===== src/rtl/jse_pkg.sv =====
`timescale 1ns / 1ps
// -----------------------------------------------------------------------------
// jse_pkg
// Types, character constants and escape helpers for the JSON string escaper.
// -----------------------------------------------------------------------------
package jse_pkg;

	localparam int JOB_BYTES = 8;
	localparam int ESC_BYTES = 6;

	typedef enum logic {
		OP_BYTE = 1'b0,
		OP_END  = 1'b1
	} op_t;

	localparam logic [7:0] CH_QUOTE = 8'h22;
	localparam logic [7:0] CH_BSL   = 8'h5c;
	localparam logic [7:0] CH_U     = 8'h75;
	localparam logic [7:0] CH_ZERO  = 8'h30;
	localparam logic [7:0] CH_TWO   = 8'h32;
	localparam logic [7:0] CH_EIGHT = 8'h38;
	localparam logic [7:0] CH_NINE  = 8'h39;
	localparam logic [7:0] CH_B     = 8'h62;
	localparam logic [7:0] CH_F     = 8'h66;
	localparam logic [7:0] CH_N     = 8'h6e;
	localparam logic [7:0] CH_R     = 8'h72;
	localparam logic [7:0] CH_T     = 8'h74;
	localparam logic [7:0] CTRL_MAX = 8'h1f;
	localparam logic [7:0] LS_LEAD  = 8'he2;
	localparam logic [7:0] LS_MID   = 8'h80;
	localparam logic [7:0] LS_2028  = 8'ha8;
	localparam logic [7:0] LS_2029  = 8'ha9;

	typedef struct packed {
		logic       op;
		logic [7:0] data_byte;
	} in_item_t;

	typedef struct packed {
		logic [7:0] out_byte;
		logic       run_last;
		logic       string_done;
	} out_item_t;

	// one accepted item worth of output bytes, first byte in bytes[0]
	typedef struct packed {
		logic [JOB_BYTES-1:0][7:0] bytes;
		logic [3:0]                count;
		logic                      done;
	} job_t;

	typedef struct packed {
		logic [ESC_BYTES-1:0][7:0] b;
		logic [2:0]                len;
	} esc_t;

	function automatic logic [7:0] hex_digit(input logic [3:0] v);
		logic [7:0] r;
		if (v < 4'd10)
			r = {4'h0, v} + 8'h30;
		else
			r = {4'h0, v} + 8'h57;
		return r;
	endfunction

	// escape sequence for a single byte with nothing held; len 0 = pass through
	function automatic esc_t escape_byte(input logic [7:0] b);
		esc_t e;
		e     = '0;
		e.b[0] = CH_BSL;
		unique case (b)
			CH_BSL:   begin e.len = 3'd2; e.b[1] = CH_BSL;   end
			CH_QUOTE: begin e.len = 3'd2; e.b[1] = CH_QUOTE; end
			8'h08:    begin e.len = 3'd2; e.b[1] = CH_B;     end
			8'h0c:    begin e.len = 3'd2; e.b[1] = CH_F;     end
			8'h0a:    begin e.len = 3'd2; e.b[1] = CH_N;     end
			8'h0d:    begin e.len = 3'd2; e.b[1] = CH_R;     end
			8'h09:    begin e.len = 3'd2; e.b[1] = CH_T;     end
			default: begin
				if (b <= CTRL_MAX) begin
					e.len  = 3'd6;
					e.b[1] = CH_U;
					e.b[2] = CH_ZERO;
					e.b[3] = CH_ZERO;
					e.b[4] = hex_digit(b[7:4]);
					e.b[5] = hex_digit(b[3:0]);
				end
			end
		endcase
		return e;
	endfunction

endpackage


===== src/rtl/json_string_escaper.sv =====
`timescale 1ns / 1ps
// -----------------------------------------------------------------------------
// json_string_escaper
// Streams raw string bytes out as a quoted, escaped JSON string literal.
// An accepted item is queued as a job; its first byte then leaves through the
// emitter's output register. Throughput: one byte per cycle unless stalled;
// an item producing n bytes holds the emitter for all n, so plain text runs at
// one item per cycle and escapes hold input back through the two-entry queue.
// Reset: arst_n clears string/prefix state, the queue and the output valid.
// -----------------------------------------------------------------------------
module json_string_escaper (
	input  logic               clk,
	input  logic               arst_n,
	input  logic               raw_valid,
	output logic               raw_stall,
	input  jse_pkg::in_item_t  raw,
	output logic               esc_valid,
	input  logic               esc_stall,
	output jse_pkg::out_item_t esc
);
	import jse_pkg::*;

	logic  accept;
	logic  job_valid;
	job_t  job;
	logic  q_full;
	logic  head_valid;
	job_t  head;
	logic  pop;

	assign raw_stall = q_full;
	assign accept    = raw_valid && !q_full;

	jse_front u_front (
		.clk       (clk),
		.arst_n    (arst_n),
		.accept    (accept),
		.item      (raw),
		.job_valid (job_valid),
		.job       (job)
	);

	jse_queue u_queue (
		.clk        (clk),
		.arst_n     (arst_n),
		.push       (job_valid),
		.push_job   (job),
		.pop        (pop),
		.full       (q_full),
		.head_valid (head_valid),
		.head       (head)
	);

	jse_emit u_emit (
		.clk        (clk),
		.arst_n     (arst_n),
		.head_valid (head_valid),
		.head       (head),
		.pop        (pop),
		.out_valid  (esc_valid),
		.out_stall  (esc_stall),
		.out_item   (esc)
	);

endmodule


===== src/rtl/jse_front.sv =====
`timescale 1ns / 1ps
// -----------------------------------------------------------------------------
// jse_front
// Tracks string and line-separator prefix state and turns each item into a job.
// -----------------------------------------------------------------------------
module jse_front (
	input  logic             clk,
	input  logic             arst_n,
	input  logic             accept,
	input  jse_pkg::in_item_t item,
	output logic             job_valid,
	output jse_pkg::job_t    job
);
	import jse_pkg::*;

	logic       inside_q;
	logic [1:0] held_q;
	logic       inside_d;
	logic [1:0] held_d;

	logic       open_f;
	logic       close_f;
	logic [1:0] flush_n;
	esc_t       main;
	esc_t       esc;
	logic [3:0] off1, off2, off3, tot;
	logic [3:0] kk;
	logic [2:0] mi;

	assign esc = escape_byte(item.data_byte);

	always_comb begin
		inside_d = inside_q;
		held_d   = held_q;
		open_f   = !inside_q;
		close_f  = 1'b0;
		flush_n  = 2'd0;
		main     = '0;
		if (!inside_q)
			inside_d = 1'b1;
		if (item.op == OP_END) begin
			flush_n  = (held_q == 2'd0) ? 2'd0 : ((held_q == 2'd1) ? 2'd1 : 2'd2);
			held_d   = 2'd0;
			close_f  = 1'b1;
			inside_d = 1'b0;
		end else if (held_q == 2'd1 && item.data_byte == LS_MID) begin
			held_d = 2'd2;
		end else if (held_q[1] && (item.data_byte == LS_2028 ||
		                           item.data_byte == LS_2029)) begin
			held_d = 2'd0;
			main.len  = 3'd6;
			main.b[0] = CH_BSL;
			main.b[1] = CH_U;
			main.b[2] = CH_TWO;
			main.b[3] = CH_ZERO;
			main.b[4] = CH_TWO;
			main.b[5] = (item.data_byte == LS_2028) ? CH_EIGHT : CH_NINE;
		end else begin
			// broken prefix goes out literally, then the byte as if nothing held
			flush_n = (held_q == 2'd0) ? 2'd0 : ((held_q == 2'd1) ? 2'd1 : 2'd2);
			held_d  = 2'd0;
			if (item.data_byte == LS_LEAD)
				held_d = 2'd1;
			else if (esc.len != 3'd0)
				main = esc;
			else begin
				main.len  = 3'd1;
				main.b[0] = item.data_byte;
			end
		end
	end

	always_comb begin
		off1 = {3'd0, open_f};
		off2 = off1 + {2'd0, flush_n};
		off3 = off2 + {1'b0, main.len};
		tot  = off3 + {3'd0, close_f};
		job  = '0;
		job.count = (tot > 4'(JOB_BYTES)) ? 4'(JOB_BYTES) : tot;
		job.done  = close_f;
		for (int k = 0; k < JOB_BYTES; k++) begin
			kk = 4'(k);
			mi = 3'(kk - off2);
			if (kk < off1)
				job.bytes[k] = CH_QUOTE;
			else if (kk < off2)
				job.bytes[k] = (kk == off1) ? LS_LEAD : LS_MID;
			else if (kk < off3)
				job.bytes[k] = main.b[mi];
			else
				job.bytes[k] = CH_QUOTE;
		end
	end

	// an item that only extends a hold makes no job
	assign job_valid = accept && (job.count != 4'd0);

	always_ff @(posedge clk or negedge arst_n) begin
		if (!arst_n) begin
			inside_q <= 1'b0;
			held_q   <= 2'd0;
		end else if (accept) begin
			inside_q <= inside_d;
			held_q   <= held_d;
		end
	end

endmodule


===== src/rtl/jse_queue.sv =====
`timescale 1ns / 1ps
// -----------------------------------------------------------------------------
// jse_queue
// Two-entry job queue between the classifier and the byte emitter.
// -----------------------------------------------------------------------------
module jse_queue (
	input  logic          clk,
	input  logic          arst_n,
	input  logic          push,
	input  jse_pkg::job_t push_job,
	input  logic          pop,
	output logic          full,
	output logic          head_valid,
	output jse_pkg::job_t head
);
	import jse_pkg::*;

	job_t       mem_q [2];
	logic       wr_ptr_q;
	logic       rd_ptr_q;
	logic [1:0] cnt_q;

	assign full       = (cnt_q == 2'd2);
	assign head_valid = (cnt_q != 2'd0);
	assign head       = mem_q[rd_ptr_q];

	always_ff @(posedge clk) begin
		if (push)
			mem_q[wr_ptr_q] <= push_job;
	end

	always_ff @(posedge clk or negedge arst_n) begin
		if (!arst_n) begin
			wr_ptr_q <= 1'b0;
			rd_ptr_q <= 1'b0;
			cnt_q    <= 2'd0;
		end else begin
			if (push)
				wr_ptr_q <= !wr_ptr_q;
			if (pop)
				rd_ptr_q <= !rd_ptr_q;
			if (push && !pop)
				cnt_q <= cnt_q + 2'd1;
			else if (pop && !push)
				cnt_q <= cnt_q - 2'd1;
		end
	end

endmodule


===== src/rtl/jse_emit.sv =====
`timescale 1ns / 1ps
// -----------------------------------------------------------------------------
// jse_emit
// Steps the head job into the output register a byte per cycle unless stalled.
// -----------------------------------------------------------------------------
module jse_emit (
	input  logic               clk,
	input  logic               arst_n,
	input  logic               head_valid,
	input  jse_pkg::job_t      head,
	output logic               pop,
	output logic               out_valid,
	input  logic               out_stall,
	output jse_pkg::out_item_t out_item
);
	import jse_pkg::*;

	logic [2:0] idx_q;
	logic       out_valid_q;
	out_item_t  out_q;
	logic       load;
	logic       last;

	assign load      = !out_valid_q || !out_stall;
	assign last      = ({1'b0, idx_q} + 4'd1) >= head.count;
	assign pop       = load && head_valid && last;
	assign out_valid = out_valid_q;
	assign out_item  = out_q;

	always_ff @(posedge clk) begin
		if (load && head_valid) begin
			out_q.out_byte    <= head.bytes[idx_q];
			out_q.run_last    <= last;
			out_q.string_done <= head.done && last;
		end
	end

	always_ff @(posedge clk or negedge arst_n) begin
		if (!arst_n) begin
			idx_q       <= 3'd0;
			out_valid_q <= 1'b0;
		end else if (load) begin
			out_valid_q <= head_valid;
			if (head_valid)
				idx_q <= last ? 3'd0 : idx_q + 3'd1;
		end
	end

endmodule


===== config.mk =====
export PLATFORM = sky130hd
export DESIGN_NAME = json_string_escaper
export DESIGN_NICKNAME = d
export VERILOG_FILES = /design/src/rtl/jse_pkg.sv /design/src/rtl/json_string_escaper.sv /design/src/rtl/jse_front.sv /design/src/rtl/jse_queue.sv /design/src/rtl/jse_emit.sv
export SDC_FILE = /design/constraint.sdc
export NUM_CORES = 1
export LEC_CHECK = 0
export ABC_CLOCK_PERIOD_IN_PS = 9700
export BUFFER_PORTS_ARGS = -buffer_cell sky130_fd_sc_hd__clkbuf_2
export CAP_MARGIN = 5
export CORE_MARGIN = 2
export CORE_UTILIZATION = 63
export CTS_CLUSTER_SIZE = 30
export DETAILED_ROUTE_END_ITERATION = 16
export PLACE_DENSITY = 0.8
export SYNTH_ARGS = -nofsm -noshare
export SYNTH_HDL_FRONTEND = slang
export SYNTH_SLANG_ARGS = --single-unit

===== constraint.sdc =====
create_clock -name clk -period 9.7 [get_ports clk]
set_clock_uncertainty 0.2 [all_clocks]
set_input_delay 1.94 -clock clk [delete_from_list [all_inputs] [get_ports clk]]
set_output_delay 1.94 -clock clk [all_outputs]
set_load 0.05 [all_outputs]

==> impl_metrics.yaml <==
critical_path:
  regToRegSetupSlack_ns: 4.20
  r2r_cells: 15
  nature_of_the_critical_path_startpoint: "input port"
  critical-path-slowest-cell: "sky130_fd_sc_hd__o31ai_1"
  critical_path.max_fanout: 69
  cell_mode_on_critical_path: "sky130_fd_sc_hd__nor2_1"
  endpoint_arrival_time_on_the_critical_path_ns: 7.24
  reg2reg_from: "u_front.held_q[1]"
  cp_data_required_time_ns: 9.56
  crit_chain: "clkbuf_2, inv_1, ha_1, nor2_1, o31ai_1, ha_1, inv_1, fa_1, xor2_1, nor2_1, nand2_1, xnor2_1, nor4_1, nor2_1, and2_2, buf_4"
  crit-reg2reg-capture: "u_queue.mem_q[1][46]"
  worst_path_largest_cell_delay_ns: 0.69
  critical_path_buf_inv_count: 4
  path_delay_family: "adder cells"
  worst-setup-path-type: "input port to register"
  worst_setup_path_end_kind: "register"
timing:
  fin_hold_ws_ns: 0.286
  timing.final.ws_setup_ns: 2.31
  timing.final.max_slew_violations: 0
  worst_slew_margin_rel_pct: 37.0
  finalSetupViolations: 0
  tightestPinTransition_ns: 0.946
  sum_neg_setup_slack_ns: 0
  timing.final.hold_violations: 0
  layout_worst_path_cycle_share_pct: 76.2
  timing.fmax_mhz: 135
  layout_min_cycle_time_ns: 7.39
  rsz_0062_raised_after_global_routing: "no"
clock_network:
  h-tree-depth: 4
  clk-insertion-delay-late_ns: 0.43
  cts_repair_resize_count: 0
  postCtsSetupBuffers: 0
  cts_max_path_buffers: 2
  cts.sink_count: 159
  root_buffer: "sky130_fd_sc_hd__clkbuf_16"
  hold_buffers: 0
  tritoncts: "done"
  cts_made_buffers: 17
  path_clk_slew_ns: 0.06
detailed_routing:
  route.antenna.remaining_nets: 0
  dr_total_vias: 6096
  drc: 0
  detail_route.wl_per_cell_um: 24.4
  wl_mm: 21.7
  drt-vias-per-instance: 6.84
  detailedRoute.firstIterationViolations: 823
  drt_first_pass_iters: 7
finish:
  layout-drive-gt1-share_pct: 16.1
  final_common_cell: "sky130_fd_sc_hd__edfxtp_1"
  antenna_cells_inserted: 0
  fin_nets: 747
  fillCellCount: 849
  final_cell_count_no_fill: 891
  areaGrowthSynthToFinish_pct: 9.53
  layout.cells.most_common_list: "sky130_fd_sc_hd__edfxtp_1 (148), sky130_fd_sc_hd__nand2_1 (60), sky130_fd_sc_hd__nor2_1 (55)"
  postLayoutCellArea_mm2: 0.00932
logic_synthesis:
  synth_fp_nets: 732
  synthFlopType: "sky130_fd_sc_hd__edfxtp_1"
  asyncSetResetFlopFracSynth_pct: 6.92
  yosysWarningCount: 0
  ys_seq_area_share_pct: 55.5
  synth.cell_area_mm2: 0.00850
  synth-edff-count: 148
  synth.lib_cells_used.distinct: 72
  ffs_latches_synth: 159
  netlist_instances: 687
  avgSynthCellArea_um2: 12.4
hold_path:
  hold_path_end: "u_emit.out_valid"
  hold_path.class: "register to register"
  min_from: "u_emit.out_valid"
  hold_path_depth: 2
placement:
  dpl.hpwl_mm: 14.6
  finalWeightedCongestion: 0.995
  dp.cells: 859
  worst_slack_placed_ns: 2.02
  placed_area_mm2: 0.00875
  numPortBuffers: 24
floorplanning:
  dieArea_mm2: 0.0144
  ioPinCount: 25
  initial_utilization_pct: 64.5
  floorplan.die.width_um: 120
  core_area_mm2: 0.0132
  placementRows: 42
  die_y_um: 120
global_routing:
  grt-ovfl-total: 0
  gr-usage-all-layers_pct: 32.0
  grt_pass1_wl_mm: 33.9
  grt_max_degree: 70
  grt_antenna_before_repair: 0
  via_count_of_the_first_global_routing_pass: 6004
power_and_ir_drop:
  vdd.ir_drop.worst_mv: 0.367
  p_leak_uw: 0.00333
  power.density_mw_per_mm2: 284
run:
  maxCapViolations: 0
run_status:
  run_status: "completed"
[through the flow]
step | utilization, % | power, uW
5_1_grt | 70.6 | 2770
6_report | 70.6 | 2640
3_3_place_gp | 66.4 | 1960
2_1_floorplan | - | 1770
4_1_cts | 70.6 | 2640
3_5_place_dp | 66.4 | 2000
[flip-flops by register name, indices dropped and copies added (netlist names)]
| name | count |
|---|---|
| u_emit.idx_q | 3 |
| u_emit.out_item | 10 |
| u_emit.out_valid | 1 |
| u_front.inside_q | 1 |
| u_queue.wr_ptr_q | 1 |
| u_queue.rd_ptr_q | 1 |
| u_front.held_q | 2 |
| u_queue.cnt_q | 2 |
| u_queue.mem_q | 138 |
[kinds of logic (layout without fill, tap and decap cells)]
family	Yosys count	count (layout)	synth area share, %
flip-flops	159	159	55.5
buffers and inverters	60	88	2.87
adder cells (fa/ha/maj)	32	32	4.97
AND/OR/NAND/NOR	200	200	11.4
AO/OA/AOI/OAI	164	164	13.1
multiplexers	60	60	10.9
XOR/XNOR	12	12	1.24
[area by class of cell]
| type | count | area, um2 | share of cell area (%) |
|---|---|---|---|
| clock inverters | 15 | 136 | 1.46 |
| clock buffers | 17 | 425 | 4.57 |
| inverters | 27 | 101 | 1.09 |
| multi-input cells | 468 | 3550 | 38.1 |
| flip-flops and latches | 159 | 4720 | 50.7 |
| repair buffers | 29 | 158 | 1.69 |
| well taps | 176 | 220 | 2.36 |
[worst register-to-register path, cell delays in order (launching register included)]
cell and delay (ns):
sky130_fd_sc_hd__dfrtp_1 0.45, sky130_fd_sc_hd__nand2b_1 0.20, sky130_fd_sc_hd__nor2_1 0.12, sky130_fd_sc_hd__ha_1 0.22, sky130_fd_sc_hd__inv_1 0.11, sky130_fd_sc_hd__ha_1 0.62, sky130_fd_sc_hd__inv_1 0.39, sky130_fd_sc_hd__fa_1 0.55
sky130_fd_sc_hd__xor2_1 0.22, sky130_fd_sc_hd__nor2_1 0.25, sky130_fd_sc_hd__nand2_1 0.11, sky130_fd_sc_hd__xnor2_1 0.38, sky130_fd_sc_hd__nor4_1 0.16, sky130_fd_sc_hd__nor2_1 0.21, sky130_fd_sc_hd__and2_2 0.18, sky130_fd_sc_hd__buf_4 0.68
[synth_stat cells (all sizes together) (11+ instances only)]
cell type / instances / area [um2]
nand2: 60 / 225
a21oi: 35 / 186
o21ai: 35 / 179
inv: 25 / 93.8
mux2i: 24 / 240
buf: 13 / 67.6
ha: 29 / 363
nand3: 20 / 100
edfxtp: 148 / 4440
mux4: 25 / 563
clkbuf: 20 / 75.1
dfrtp: 11 / 275
a31oi: 15 / 109
nor3: 20 / 121
nor2: 55 / 206
mux2: 11 / 124
[power breakdown]
group	leakage [uW]	switching (uW)	internal, uW
sequential	0.00151	79.1	987
combinational	0.00155	612	335
clock	0.000272	275	355
total	0.00333	966	1680
[metal layers]
metal / vias to the layer above / global-route usage (%) / share of wire (%)
li1: 2677 / - / -
met1: 2978 / 43.9 / 39
met2: 394 / 51.5 / 49
met3: 47 / 7.12 / 9.6
met4: 0 / 10.3 / 2.4
met5: - / 0 / 0
[worst max-delay path by stage]
stage | start | slack [ns] | to | depth (start not counted)
finish | raw[1] | 2.31 | u_queue.mem_q[1][46] | 16
global route | raw[1] | 1.90 | u_queue.mem_q[1][14] | 16
CTS | raw[1] | 2.47 | u_queue.mem_q[1][14] | 16
detailed placement | raw[1] | 2.02 | u_queue.mem_q[1][37] | 16
global placement | raw[1] | 2.31 | u_queue.mem_q[1][45] | 16
floorplan | raw[1] | 1.36 | u_queue.mem_q[0][0] | 13
(Power assumes the default switching activity.)
